==> config.mk <==
export PLATFORM = sky130hd
export DESIGN_NAME = ps2_mouse_device_responder_top
export DESIGN_NICKNAME = d
export VERILOG_FILES = /design/src/hdl/ps2md_pkg.sv /design/src/hdl/ps2_mouse_device_responder_top.sv /design/src/hdl/ps2md_front.sv /design/src/hdl/ps2md_fifo.sv /design/src/hdl/ps2md_back.sv
export SDC_FILE = /design/constraint.sdc
export NUM_CORES = 1
export LEC_CHECK = 0
export BUFFER_PORTS_ARGS = -buffer_cell sky130_fd_sc_hd__buf_2
export CORE_MARGIN = 8
export CORE_UTILIZATION = 40
export CTS_CLUSTER_DIAMETER = 30
export CTS_CLUSTER_SIZE = 28
export DETAILED_ROUTE_END_ITERATION = 8
export PLACE_DENSITY = 0.68
export SETUP_SLACK_MARGIN = 0.1
export SYNTH_ARGS = -nofsm -noshare
export SYNTH_HDL_FRONTEND = slang
export SYNTH_SLANG_ARGS = --single-unit
==> constraint.sdc <==
create_clock -name clk -period 7.83 [get_ports clk]
set_clock_uncertainty 0.05 [all_clocks]
set_input_delay 0.783 -clock clk [delete_from_list [all_inputs] [get_ports clk]]
set_output_delay 0.783 -clock clk [all_outputs]
set_load 0.1 [all_outputs]
==> src/hdl/ps2md_pkg.sv <==
`default_nettype none

package ps2md_pkg;

	localparam int QUEUE_DEPTH = 2;
	localparam int MAX_BYTES   = 4;

	localparam logic [7:0] BYTE_ACK   = 8'hFA;
	localparam logic [7:0] BYTE_ERROR = 8'hFC;
	localparam logic [7:0] BYTE_BAT   = 8'hAA;
	localparam logic [7:0] BYTE_ID    = 8'h00;

	localparam logic [7:0] CMD_SCALE1      = 8'hE6;
	localparam logic [7:0] CMD_SCALE2      = 8'hE7;
	localparam logic [7:0] CMD_SET_RES     = 8'hE8;
	localparam logic [7:0] CMD_STATUS      = 8'hE9;
	localparam logic [7:0] CMD_STREAM      = 8'hEA;
	localparam logic [7:0] CMD_READ        = 8'hEB;
	localparam logic [7:0] CMD_WRAP_OFF    = 8'hEC;
	localparam logic [7:0] CMD_WRAP        = 8'hEE;
	localparam logic [7:0] CMD_REMOTE      = 8'hF0;
	localparam logic [7:0] CMD_GET_ID      = 8'hF2;
	localparam logic [7:0] CMD_SET_RATE    = 8'hF3;
	localparam logic [7:0] CMD_ENABLE      = 8'hF4;
	localparam logic [7:0] CMD_DISABLE     = 8'hF5;
	localparam logic [7:0] CMD_DEFAULTS    = 8'hF6;
	localparam logic [7:0] CMD_REPEAT_LAST = 8'hFE;
	localparam logic [7:0] CMD_RESET       = 8'hFF;

	localparam logic [1:0] DEV_RESET  = 2'd0;
	localparam logic [1:0] DEV_STREAM = 2'd1;
	localparam logic [1:0] DEV_REMOTE = 2'd2;
	localparam logic [1:0] DEV_WRAP   = 2'd3;

	localparam logic [7:0] DEFAULT_RATE = 8'd100;
	localparam logic [7:0] DEFAULT_RES  = 8'd2;

	typedef struct packed {
		logic              mode;
		logic [7:0]        host_byte;
		logic signed [15:0] move_dx;
		logic signed [15:0] move_dy;
		logic              button_left;
		logic              button_right;
		logic              button_middle;
	} item_t;

	typedef struct packed {
		logic [7:0] out_byte;
		logic       last_of_run;
		logic [1:0] device_mode;
		logic       reporting_on;
		logic [7:0] rate_setting;
		logic [7:0] resolution_setting;
	} result_t;

	typedef struct packed {
		logic [MAX_BYTES-1:0][7:0]       data;
		logic [$clog2(MAX_BYTES)-1:0]    last_idx;
		logic [1:0]                      device_mode;
		logic                            reporting_on;
		logic [7:0]                      rate_setting;
		logic [7:0]                      resolution_setting;
	} resp_t;

endpackage

`default_nettype wire

==> src/hdl/ps2_mouse_device_responder_top.sv <==
// A response is registered in the queue, then in the back end, before its first byte is valid.
// Throughput: one response byte per cycle while result_ready is high; a transaction yields one
// to four bytes, which the byte serializer in the back end sends in order.
// Input transactions are taken every cycle while the two-entry response queue has room.
// Reset clears the queue and all mode state; rate returns to 100 and resolution to 2.
`default_nettype none

module ps2_mouse_device_responder_top
	import ps2md_pkg::*;
#(
	parameter int QUEUE_DEPTH_P = QUEUE_DEPTH
) (
	input  wire logic    clk,
	input  wire logic    arst_n,
	input  wire logic    item_valid,
	output logic         item_ready,
	input  wire item_t   item,
	output logic         result_valid,
	input  wire logic    result_ready,
	output result_t      result
);

	logic  push, full, pop, not_empty;
	resp_t push_data, pop_data;

	ps2md_front u_front (
		.clk        (clk),
		.arst_n     (arst_n),
		.item_valid (item_valid),
		.item_ready (item_ready),
		.item       (item),
		.queue_full (full),
		.push       (push),
		.push_data  (push_data)
	);

	ps2md_fifo #(
		.DEPTH (QUEUE_DEPTH_P)
	) u_fifo (
		.clk       (clk),
		.arst_n    (arst_n),
		.push      (push),
		.push_data (push_data),
		.full      (full),
		.pop       (pop),
		.not_empty (not_empty),
		.pop_data  (pop_data)
	);

	ps2md_back u_back (
		.clk          (clk),
		.arst_n       (arst_n),
		.queue_valid  (not_empty),
		.queue_data   (pop_data),
		.pop          (pop),
		.result_valid (result_valid),
		.result_ready (result_ready),
		.result       (result)
	);

endmodule

`default_nettype wire

==> src/hdl/ps2md_front.sv <==
`default_nettype none

module ps2md_front
	import ps2md_pkg::*;
(
	input  wire logic  clk,
	input  wire logic  arst_n,
	input  wire logic  item_valid,
	output logic       item_ready,
	input  wire item_t item,
	input  wire logic  queue_full,
	output logic       push,
	output resp_t      push_data
);

	typedef enum logic [1:0] {AW_NONE, AW_RES, AW_RATE} await_t;

	await_t     await_q, await_n;
	logic [1:0] mode_q, mode_n, saved_q, saved_n;
	logic       rep_q, rep_n;
	logic [7:0] rate_q, rate_n, res_q, res_n, last_q, last_n;
	logic [2:0] btn_q, btn_n;

	logic       ox, oy;
	logic [8:0] sx, sy;
	logic [7:0] pkt0;

	assign item_ready = !queue_full;
	assign push       = item_valid && item_ready;

	always_comb begin
		ox = (item.move_dx > 16'sd255) || (item.move_dx < -16'sd255);
		oy = (item.move_dy > 16'sd255) || (item.move_dy < -16'sd255);
		sx = ox ? (item.move_dx[15] ? 9'h101 : 9'h0FF) : item.move_dx[8:0];
		sy = oy ? (item.move_dy[15] ? 9'h101 : 9'h0FF) : item.move_dy[8:0];
		pkt0 = {oy, ox, sy[8], sx[8], 1'b1,
			item.button_middle, item.button_right, item.button_left};
	end

	always_comb begin
		await_n = await_q;
		mode_n  = mode_q;
		saved_n = saved_q;
		rep_n   = rep_q;
		rate_n  = rate_q;
		res_n   = res_q;
		last_n  = last_q;
		btn_n   = btn_q;
		push_data = '0;
		if (item.mode) begin
			btn_n = {item.button_middle, item.button_right, item.button_left};
			push_data.data[0] = pkt0;
			push_data.data[1] = sx[7:0];
			push_data.data[2] = sy[7:0];
			push_data.last_idx = 2'd2;
		end else if (await_q == AW_RES) begin
			res_n = item.host_byte;
			await_n = AW_NONE;
			push_data.data[0] = BYTE_ACK;
			last_n = BYTE_ACK;
		end else if (await_q == AW_RATE) begin
			rate_n = item.host_byte;
			await_n = AW_NONE;
			push_data.data[0] = BYTE_ACK;
			last_n = BYTE_ACK;
		end else begin
			await_n = AW_NONE;
			push_data.data[0] = BYTE_ACK;
			last_n = BYTE_ACK;
			unique case (item.host_byte) inside
				CMD_SCALE1, CMD_SCALE2, CMD_STATUS, CMD_RESET: begin
				end
				CMD_SET_RES: await_n = AW_RES;
				CMD_SET_RATE: await_n = AW_RATE;
				CMD_STREAM: begin
					saved_n = mode_q;
					mode_n = DEV_STREAM;
				end
				CMD_REMOTE: begin
					saved_n = mode_q;
					mode_n = DEV_REMOTE;
				end
				CMD_WRAP: begin
					saved_n = mode_q;
					mode_n = DEV_WRAP;
				end
				CMD_WRAP_OFF: mode_n = saved_q;
				CMD_READ: begin
					push_data.data[1] = {5'b00001, btn_q};
					push_data.data[2] = 8'h01;
					push_data.data[3] = 8'h01;
					push_data.last_idx = 2'd3;
				end
				CMD_GET_ID: begin
					push_data.data[1] = BYTE_ID;
					push_data.last_idx = 2'd1;
				end
				CMD_ENABLE: rep_n = 1'b1;
				CMD_DISABLE: rep_n = 1'b0;
				CMD_DEFAULTS: begin
					mode_n = DEV_RESET;
					rate_n = DEFAULT_RATE;
					res_n = DEFAULT_RES;
					rep_n = 1'b0;
					btn_n = 3'b000;
					last_n = BYTE_BAT;
					push_data.data[1] = BYTE_BAT;
					push_data.data[2] = BYTE_ID;
					push_data.last_idx = 2'd2;
				end
				CMD_REPEAT_LAST: begin
					push_data.data[0] = last_q;
					last_n = last_q;
				end
				default: begin
					push_data.data[0] = BYTE_ERROR;
					last_n = BYTE_ERROR;
				end
			endcase
		end
		push_data.device_mode = mode_n;
		push_data.reporting_on = rep_n;
		push_data.rate_setting = rate_n;
		push_data.resolution_setting = res_n;
	end

	always_ff @(posedge clk or negedge arst_n) begin
		if (!arst_n) begin
			await_q <= AW_NONE;
			mode_q  <= DEV_RESET;
			saved_q <= DEV_RESET;
			rep_q   <= 1'b0;
			rate_q  <= DEFAULT_RATE;
			res_q   <= DEFAULT_RES;
			last_q  <= 8'h00;
			btn_q   <= 3'b000;
		end else if (push) begin
			await_q <= await_n;
			mode_q  <= mode_n;
			saved_q <= saved_n;
			rep_q   <= rep_n;
			rate_q  <= rate_n;
			res_q   <= res_n;
			last_q  <= last_n;
			btn_q   <= btn_n;
		end
	end

endmodule

`default_nettype wire

==> src/hdl/ps2md_fifo.sv <==
`default_nettype none

module ps2md_fifo
	import ps2md_pkg::*;
#(
	parameter int DEPTH = QUEUE_DEPTH
) (
	input  wire logic  clk,
	input  wire logic  arst_n,
	input  wire logic  push,
	input  wire resp_t push_data,
	output logic       full,
	input  wire logic  pop,
	output logic       not_empty,
	output resp_t      pop_data
);

	localparam int PW = (DEPTH > 1) ? $clog2(DEPTH) : 1;
	localparam int CW = $clog2(DEPTH + 1);

	resp_t          mem_q [DEPTH];
	logic [PW-1:0]  wr_q, rd_q;
	logic [CW-1:0]  cnt_q;

	assign full      = (cnt_q == CW'(DEPTH));
	assign not_empty = (cnt_q != '0);
	assign pop_data  = mem_q[rd_q];

	always_ff @(posedge clk) begin
		if (push) begin
			mem_q[wr_q] <= push_data;
		end
	end

	always_ff @(posedge clk or negedge arst_n) begin
		if (!arst_n) begin
			wr_q  <= '0;
			rd_q  <= '0;
			cnt_q <= '0;
		end else begin
			if (push) begin
				wr_q <= (wr_q == PW'(DEPTH - 1)) ? '0 : wr_q + 1'b1;
			end
			if (pop) begin
				rd_q <= (rd_q == PW'(DEPTH - 1)) ? '0 : rd_q + 1'b1;
			end
			if (push && !pop) begin
				cnt_q <= cnt_q + 1'b1;
			end else if (pop && !push) begin
				cnt_q <= cnt_q - 1'b1;
			end
		end
	end

endmodule

`default_nettype wire

==> src/hdl/ps2md_back.sv <==
`default_nettype none

module ps2md_back
	import ps2md_pkg::*;
(
	input  wire logic  clk,
	input  wire logic  arst_n,
	input  wire logic  queue_valid,
	input  wire resp_t queue_data,
	output logic       pop,
	output logic       result_valid,
	input  wire logic  result_ready,
	output result_t    result
);

	resp_t                        cur_q;
	logic [$clog2(MAX_BYTES)-1:0] idx_q;
	logic                         busy_q;
	logic                         is_last, fire;

	assign is_last      = (idx_q == cur_q.last_idx);
	assign fire         = busy_q && result_ready;
	assign pop          = queue_valid && (!busy_q || (fire && is_last));
	assign result_valid = busy_q;

	always_comb begin
		result.out_byte           = cur_q.data[idx_q];
		result.last_of_run        = is_last;
		result.device_mode        = cur_q.device_mode;
		result.reporting_on       = cur_q.reporting_on;
		result.rate_setting       = cur_q.rate_setting;
		result.resolution_setting = cur_q.resolution_setting;
	end

	always_ff @(posedge clk) begin
		if (pop) begin
			cur_q <= queue_data;
		end
	end

	always_ff @(posedge clk or negedge arst_n) begin
		if (!arst_n) begin
			busy_q <= 1'b0;
			idx_q  <= '0;
		end else if (pop) begin
			busy_q <= 1'b1;
			idx_q  <= '0;
		end else if (fire) begin
			if (is_last) begin
				busy_q <= 1'b0;
			end else begin
				idx_q <= idx_q + 1'b1;
			end
		end
	end

endmodule

`default_nettype wire

# Yosys cells after proc, flatten, opt, wreduce, memory -nomap -nowiden
# Memory sizes are Yosys's and may differ from the RTL's. A register that Yosys moved wholly into a read port is not among the register bits.
# Cells that the tools add are included.
# W data, S select, Z words.
# classes
mux	56
n_addsub	5
bitwise	3
magnitude_cmp	5
n_eq_ne	24
n_mul	0
shifts	0
reduce_logical	28
n_div	0
# ops
op	n
$eq A8 B8 Y1 const B	16
$mux W8	14
$mux W24	2
$mux W9	4
$gt A16 B9 Y1 const B	2
$lt A16 B9 Y1 const B	2
$pmux W8 S2	2
$mux W26	1
$mux W2	12
$pmux W8 S3	1
$bmux W8 S2	1
$reduce_or A15 Y1	1
$reduce_or A14 Y1	1
$mux W3	4
$mux W1	11
$pmux W2 S5	1
$reduce_bool A2 Y1	5
$logic_and A1 B1 Y1	6
$ne A2 B2 Y1 const B	3
$pmux W2 S3	1
$reduce_and A2 Y1	3
$reduce_and A5 Y1	1
$add A2 B1 Y2 const B	2
$eq A2 B2 Y1 const B	2
15 further kinds	23
# word_totals
elab_cells	135
ff_bits	41
out_inout_bits	30
input_bits	48
rom_bits	0
memories	1
ram_bits	106
latchBits	0
# memory_table
name	words	width	read_ports	rd_clocked_by_memory_dff	write_ports	line	rtl
u_fifo.mem_q	2	53	1	1	1	ps2md_fifo.sv:21	resp_t mem_q [DEPTH];

# Depth between registers and ports, before layout
# Gate-level depths: netlist of run 1.
# logic_depth
ltp_word	7
mapped_depth	8
depth_no_buf	8

# By module
# A second synthesis of run 1 with hierarchy kept.
# unflattened
cells_unflattened	561
hier_area_um2	8834.7
# modules_own_cells
mod	cells_each	area_per_inst_um2	n_inst	seq_area_each_um2
ps2md_fifo	181	4264.1	1	3283.1
ps2md_front	273	2392.3	1	755.7
ps2md_back	107	2178.3	1	1666.6

# Least setup slack after synthesis of run 1
# OpenSTA, ideal clock, no wires.
# synth_path
path_type	input to register
from	input port result_ready
to	register u_fifo.cnt_q[1]
cell_stages	7
t_required_ps	7701
slack_ps	3647
setup_time_ps	79
n_path_buf	0
t_arrival_ps	4054
path_cell_list	nand3_1 > a21oi_1 > inv_1 > ha_1 > xor2_1 > nor2_1 > xor2_1
# synth_between
elab_chain_len	7
word_cells_on_any_way	9
classes_between	1 x mux; 8 x reduce/logical
# synth_rtl
item	line	rtl
start, declared	ps2_mouse_device_responder_top.sv:19	input wire logic result_ready,
$logic_and A1 B1 Y1 (*)	ps2md_back.sv:22	assign fire = busy_q && result_ready;
$logic_and A1 B1 Y1 (*)	ps2md_back.sv:23	assign pop = queue_valid && (!busy_q || (fire && is_last));
$logic_or A1 B1 Y1 (*)	ps2md_back.sv:23	
$logic_and A1 B1 Y1 (*)	ps2md_back.sv:23	
via pop	ps2_mouse_device_responder_top.sv:23	logic push, full, pop, not_empty;
$logic_not A1 Y1	ps2md_fifo.sv:47	if (push && !pop) begin
$logic_and A1 B1 Y1	ps2md_fifo.sv:47	
$mux W2 / $reduce_bool A2 Y1 (equally long branches)	--	
end signal, assigned	ps2md_fifo.sv:48	cnt_q <= cnt_q + 1'b1;
end signal, assigned	ps2md_fifo.sv:50	cnt_q <= cnt_q - 1'b1;
end, declared	ps2md_fifo.sv:23	logic [CW-1:0] cnt_q;
# Mark *: on every way through the listed nets, which the timed path passes. The rest lies on a longest branch.
# A chain may end at the register's enable or synchronous reset.

# Worst setup path after layout of run 1
# layout_path
from	register u_back.idx_q[1]
to	register u_fifo.cnt_q[1]
# layout_between
elab_chain_len	7
word_cells_on_any_way	9
classes_between	1 x eq/ne; 1 x mux; 7 x reduce/logical
# layout_rtl
item	line	rtl
start, declared	ps2md_back.sv:17	logic [$clog2(MAX_BYTES)-1:0] idx_q;
start signal, assigned	ps2md_back.sv:52	idx_q <= idx_q + 1'b1;
$eq A2 B2 Y1 (*)	ps2md_back.sv:21	assign is_last = (idx_q == cur_q.last_idx);
$logic_and A1 B1 Y1 (*)	ps2md_back.sv:23	
$logic_or A1 B1 Y1 (*)	ps2md_back.sv:23	
$logic_and A1 B1 Y1 (*)	ps2md_back.sv:23	
via pop	ps2_mouse_device_responder_top.sv:23	
$logic_not A1 Y1	ps2md_fifo.sv:47	
$logic_and A1 B1 Y1	ps2md_fifo.sv:47	
$mux W2 / $reduce_bool A2 Y1 (equally long branches)	--	
# Marked as above.

==> metrics, run 1 <==
global route total overflow=0; total wire length=16200 µm; Clock Latency Late Sink=0.43 ns; Routed met2 length=7760 µm; TritonRoute pass-1 iters=4; Port Buffer Count=77; reg-to-reg slack, setup=4.64 ns; Core Util, Final=46.3%; Layout fillers=1617; vias in the first global route=4760; Leak=3.16 nW; Die Height=154 µm; post-route minimum period=3.19 ns; CP Data Required Time=8.13 ns; sequential share of power=43.3%; worst path arrival time=3.48 ns; slowest CP cell=dfrtp_1; All-Layer GR Usage=14.0%; status=finished clean; net switching power=1.38 mW; final period utilization=40.7%; R2R depth=9; Pins Over Slew Limit=0; EDFF count, synth=138; MaxCap Viol Count=0; TritonCTS Buffers=17; DRC=0; Most common cell on crit path=xor2_1; Slew Limit Headroom=21.9%; #FFs+latches synth=175; worst path cell trace=xnor2_1 > nand3_1 > a21oi_4 > buf_4 > inv_1 > ha_1 > xor2_1 > nor2_1 > xor2_1; sw frac=38.8%; IO Pins=78; clock buffer depth=2; Unique masters post-synth=69; Die ar.=23800 µm²; synthesis-to-layout area growth=13.6%; initial antenna violation count=0; clock slew at reported path FFs=0.07 ns; CTS tree=yes; Initial DRC Count=357; setup bufs post-CTS=0; Worst R2R Start=u_back.idx_q[1]$_DFFE_PN0P_; M1 wire length=6960 µm; Routed Antenna Nets=0; Cell Rows=50; die width=154 µm; Synth Net Count=581; Hold Crit Class=in -> async; CTS Root Cell=clkbuf_16; WS Path Type=reg -> reg; final non-filler cell total=832; Antenna Cells=0; Seq/Total Area, Yosys=66.5%; Initial Util=40.8%; CTS Hold Bufs=0; Fin. Hold Viols=0; WL met3=1110 µm; Final Worst Setup Slack=4.64 ns; Worst Path Max Fanout=28; detailed placer's ending HPWL=11200 µm; Setup crit start kind=register; RSZ-0062 raised after global routing=no; pre-CTS WS=4.62 ns; core area=18700 µm²; part of the power in the clock network=23.5%; worst slew pin tran=1.17 ns; DR top layer=met4; Synth Instances=530; H-tree levels=4; syn avg cell area=14.4 µm²; setup tns final=0 ns; PwrDens=410 nW/µm²; Final setup viols=0; Largest stage delay, worst path=0.60 ns; Final #Nets=636; Peak Freq=0.314 GHz; WL/cell=19.4 µm; delay-heaviest family, CP=XOR/XNOR gates; layout cells sized above 1=31.1%; routability cong.=0.882; Syn Std Cell Area=7630 µm²; Setup crit end kind=register; Comb power frac=33.2%; Gates resized, CTS repair=0; largest net degree at the start of global routing=48; Synth Warn #=0; Via density=5.50; Vias=4579; Sink Count=175; P_int=2.17 mW; global-route wire length before repair=25900 µm; top_reg_cell synth=edfxtp_1; r2r endpoint=u_fifo.cnt_q[1]$_DFFE_PN0P_; ys async rst share=21.1%; worst vdd ir=0.000182 V; # placed instances=800; Crit path buffers/inverters=2
sequential cells by signal, indices dropped and copies added, names as in the netlist:
name / flops
u_back.cur_q: 27
u_front.mode_q: 2
u_fifo.cnt_q: 2
u_front.rep_q: 1
u_front.res_q: 8
u_back.result: 19
u_front.saved_q: 2
u_front.rate_q: 8
u_fifo.mem_q: 92
u_back.result_valid: 1
u_back.idx_q: 2
u_front.btn_q: 3
u_front.await_q: 2
u_fifo.wr_q: 1
u_front.last_q: 4
u_fifo.rd_q: 1
through the flow:
stage / power (mW) / area (µm²) / hold slack [ns]
after floorplan: 2.53 / 7630 / 0.382
after global placement: 2.71 / 8080 / 0.399
after detailed placement: 2.74 / 8080 / 0.414
after CTS: 3.58 / 8670 / 0.430
after global routing: 3.70 / 8670 / 0.463
final: 3.55 / 8670 / 0.417
cell families (layout without fill, tap and decap cells):
kind of cell | after synthesis | in the layout | share of synthesized area (%)
buffers and inverters | 55 | 123 | 4.05
and+or+nand+nor | 135 | 135 | 9.89
DFF | 175 | 175 | 66.5
xor gates and xnor gates | 7 | 7 | 0.803
adders and majority gates | 3 | 3 | 0.492
muxes | 61 | 61 | 9.03
AOI/OAI and AO/OA | 94 | 94 | 9.25
Yosys cell counts (3+ instances only):
library cell,instances,area [µm²]
mux2i_1,7,70.1
xor2_1,3,26.3
buf_4,21,158
a22o_1,20,175
nand4_1,8,50.1
buf_1,3,11.3
o21ai_0,17,85.1
buf_2,6,30.0
a21oi_1,8,40.0
nand2b_1,4,25.0
o211ai_1,4,30.0
clkbuf_1,10,37.5
a32o_1,4,40.0
o22a_1,7,61.3
o31ai_1,3,22.5
nand2_1,20,75.1
inv_1,11,41.3
edfxtp_1,138,4140
and3b_1,3,26.3
and2_1,5,31.3
mux2_2,51,574
and3_1,7,43.8
nor3_1,5,25.0
o22ai_1,3,18.8
nor2b_1,4,25.0
dfstp_2,4,105
a22o_2,4,40.0
nor2_1,31,116
nand3_1,14,70.1
ha_1,3,37.5
nor4_1,13,81.3
or3_1,4,25.0
dfrtp_1,33,826
xnor2_1,4,35.0
cell type report:
type | count | area (µm²) | share of cell area, %
Sequential cell | 175 | 5080 | 58.6
Timing Repair Buffer | 79 | 400 | 4.62
Clock inverter | 14 | 156 | 1.80
Clock buffer | 18 | 429 | 4.95
Inverter | 12 | 45.0 | 0.520
Multi-Input combinational cell | 300 | 2270 | 26.2
Tap cell | 234 | 293 | 3.38
worst register-to-register path, cell delays in order (launching register included):
cell and delay (ns):
dfrtp_1 0.60, xnor2_1 0.42, nand3_1 0.22, a21oi_4 0.60, buf_4 0.48, inv_1 0.09
ha_1 0.21, xor2_1 0.15, nor2_1 0.12, xor2_1 0.18
power groups by stage:
stage	sequential, mW	clock, mW	combinational [mW]
6_report	1.54	0.834	1.18
5_1_grt	1.57	0.892	1.24
4_1_cts	1.54	0.850	1.20
3_5_place_dp	1.55	0	1.19
3_3_place_gp	1.54	0	1.17
2_1_floorplan	1.48	0	1.05
layout by cell type, fill, tap and decap left out, types with 4 or more instances in the layout:
| cell | n |
|---|---|
| a22o_1 | 20 |
| o22a_1 | 7 |
| dfstp_2 | 4 |
| nor4_1 | 13 |
| inv_6 | 6 |
| or3_1 | 4 |
| nor2_1 | 30 |
| nand4_1 | 8 |
| nand2b_1 | 4 |
| and3_1 | 6 |
| nand3_1 | 14 |
| xnor2_1 | 4 |
| a22o_2 | 4 |
| o211ai_1 | 4 |
| clkbuf_16 | 17 |
| mux2_2 | 51 |
| mux2i_1 | 7 |
| buf_2 | 77 |
| clkinvlp_4 | 4 |
| nor2b_1 | 4 |
| dfrtp_1 | 32 |
| nand2_1 | 20 |
| a32o_1 | 4 |
| and2_1 | 5 |
| edfxtp_1 | 138 |
| o21ai_0 | 17 |
| a21oi_1 | 7 |
| nor3_1 | 5 |
| inv_1 | 11 |
per-layer routing:
metal  GRT usage, %  vias up
met5              0        -
met4           5.60        0
met3           4.32       22
met2           22.5      142
met1           17.2     2266
li1               -     2149
how the worst max path moves through the flow:
stage	from	to	slack [ns]	cells after the start
detailed placement	u_back.idx_q[1]$_DFFE_PN0P_	u_fifo.cnt_q[1]$_DFFE_PN0P_	4.62	9
global route	u_back.idx_q[1]$_DFFE_PN0P_	u_fifo.cnt_q[1]$_DFFE_PN0P_	4.48	9
floorplan	result_ready	u_fifo.cnt_q[1]$_DFFE_PN0P_	3.65	7
CTS	u_back.idx_q[1]$_DFFE_PN0P_	u_fifo.cnt_q[1]$_DFFE_PN0P_	4.64	9
global placement	u_back.idx_q[1]$_DFFE_PN0P_	u_fifo.cnt_q[1]$_DFFE_PN0P_	4.89	9
finish	u_back.idx_q[1]$_DFFE_PN0P_	u_fifo.cnt_q[1]$_DFFE_PN0P_	4.64	9
Power figures use the tool's default switching activity.
==> run 2, diff against run 1 <==
==> constraint.sdc (replaced) <==
create_clock -name clk -period 3.2 [get_ports clk]
set_clock_uncertainty 0.05 [all_clocks]
set_input_delay 0.32 -clock clk [delete_from_list [all_inputs] [get_ports clk]]
set_output_delay 0.32 -clock clk [all_outputs]
set_load 0.1 [all_outputs]
==> metrics, run 2 (synthesized netlist as in run 1, its figures left out) <==
status=finished clean; Initial Util=40.8%; MaxCap Viol Count=0; Hold Crit Class=in -> reg; slowest CP cell=dfrtp_1; net switching power=3.42 mW; Largest stage delay, worst path=0.67 ns; RSZ-0062 raised after global routing=no; P_int=5.27 mW; sw frac=39.4%; global route total overflow=0; Slew Limit Headroom=41.5%; delay-heaviest family, CP=simple AND/OR/NAND/NOR gates; initial antenna violation count=0; die width=154 µm; PwrDens=1000 nW/µm²; total wire length=17100 µm; Final #Nets=641; H-tree levels=4; layout cells sized above 1=31.3%; Layout fillers=1607; Setup crit start kind=register; Top reg by flops=u_fifo.mem_q; worst slew pin tran=0.877 ns; synthesis-to-layout area growth=13.8%; routability cong.=0.900; Cell Rows=50; DRC=0; Peak Freq=0.364 GHz; Sink Count=175; Routed Antenna Nets=0; # placed instances=804; Clock Latency Late Sink=0.43 ns; pre-CTS WS=0.866 ns; detailed placer's ending HPWL=11900 µm; part of the power in the clock network=22.8%; Fin. Hold Viols=0; worst path cell trace=nor2b_1 > nand2_1 > o21ai_1 > buf_2; commonest non-fill, non-tap cells in the layout=138 x edfxtp_1, 77 x buf_2, 51 x mux2_2; Die Height=154 µm; post-route minimum period=2.74 ns; CP Data Required Time=2.83 ns; WS Path Type=reg -> out; worst vdd ir=0.000379 V; clock slew at reported path FFs=0.06 ns; TritonRoute pass-1 iters=5; Via density=5.68; Crit path buffers/inverters=1; Setup crit end kind=primary output; global-route wire length before repair=27000 µm; Port Buffer Count=77; Vias=4756; TritonCTS Buffers=17; final non-filler cell total=837; commonest non-fill, non-tap cell in the layout=edfxtp_1; WL/cell=20.5 µm; sequential share of power=42.6%; final period utilization=85.8%; core area=18700 µm²; Initial DRC Count=368; Die ar.=23800 µm²; Worst Path Max Fanout=14; IO Pins=78; setup tns final=0 ns; overall power=8.69 mW; CTS Root Cell=clkbuf_16; post-place instance area=8110 µm²; Comb power frac=34.7%; Final setup viols=0; largest net degree at the start of global routing=47; vias in the first global route=4914; Gates resized, CTS repair=0; Leak=3.17 nW; Final Worst Setup Slack=0.455 ns; clock buffer depth=2; All-Layer GR Usage=14.7%; worst path arrival time=2.37 ns; Pins Over Slew Limit=0; CTS tree=yes; max reg flops=92; Antenna Cells=0; fin area=8690 µm²
==> run 2: worst reg2reg max path, cell delays in order (launching register included) <==
cell and delay, ns:
dfrtp_1 0.36, inv_1 0.06, ha_1 0.31, nor3_4 0.36, nand2_2 0.12, nor4_1 0.54, mux2_2 0.41
==> run 2: per-stage QoR <==
step                utilization [%]  hold WS [ns]
floorplan                         -       -0.0256
global placement               43.4         0.396
detailed placement             43.4         0.403
CTS                            46.4         0.135
global route                   46.4         0.145
finish                         46.4         0.154
==> run 2: worst paths after layout <==
kind / end / start / cells past startpoint / slack, ns
max: result[25] / u_back.idx_q[0]$_DFFE_PN0P_ / 4 / 0.46
min: u_front.btn_q[2]$_DFFE_PN0P_ / item[0] / 2 / 0.15
max reg2reg: u_front.mode_q[1]$_DFFE_PN0P_ / u_front.await_q[0]$_DFFE_PN0P_ / 6 / 0.87
min reg2reg: u_front.last_q[5]$_DFFE_PN0P_ / u_front.last_q[5]$_DFFE_PN0P_ / 1 / 0.42
max in group asynchronous: u_fifo.rd_q$_DFFE_PN0P_ / arst_n / 2 / 2.00
min in group asynchronous: u_front.rate_q[7]$_DFFE_PN0P_ / arst_n / 2 / 0.49
==> run 2: cell type report <==
class                      count  area (µm²)  share of cell area [%]
clock inverter                13         131                    1.51
sequential                   175        5080                    58.4
clock buffer                  19         433                    4.98
multi-input combinational    300        2270                    26.1
tap                          234         293                    3.37
timing repair buffer          84         440                    5.07
inverter                      12        45.0                   0.519
==> run 2: metal layers <==
| metal | routed length [µm] | vias up | track usage (%) |
|---|---|---|---|
| met5 | 0 | - | 0 |
| met4 | 378 | 0 | 6.07 |
| met3 | 1030 | 32 | 4.20 |
| met2 | 8200 | 178 | 23.5 |
| met1 | 7520 | 2371 | 18.4 |
| li1 | - | 2175 | - |
==> run 2: power by group through the flow <==
stage	sequential, mW	clock (mW)	combinational (mW)
after floorplan	3.60	0	2.59
after global placement	3.72	0	2.99
after detailed placement	3.74	0	3.03
after CTS	3.70	2.02	3.04
after global routing	3.77	2.10	3.17
final	3.70	1.98	3.01
==> run 2: repair_timing <==
action | CTS | global route
hold buffers | 1 | 0
hold endpoints to repair | 33 | 0
buffers inserted | 0 | 0
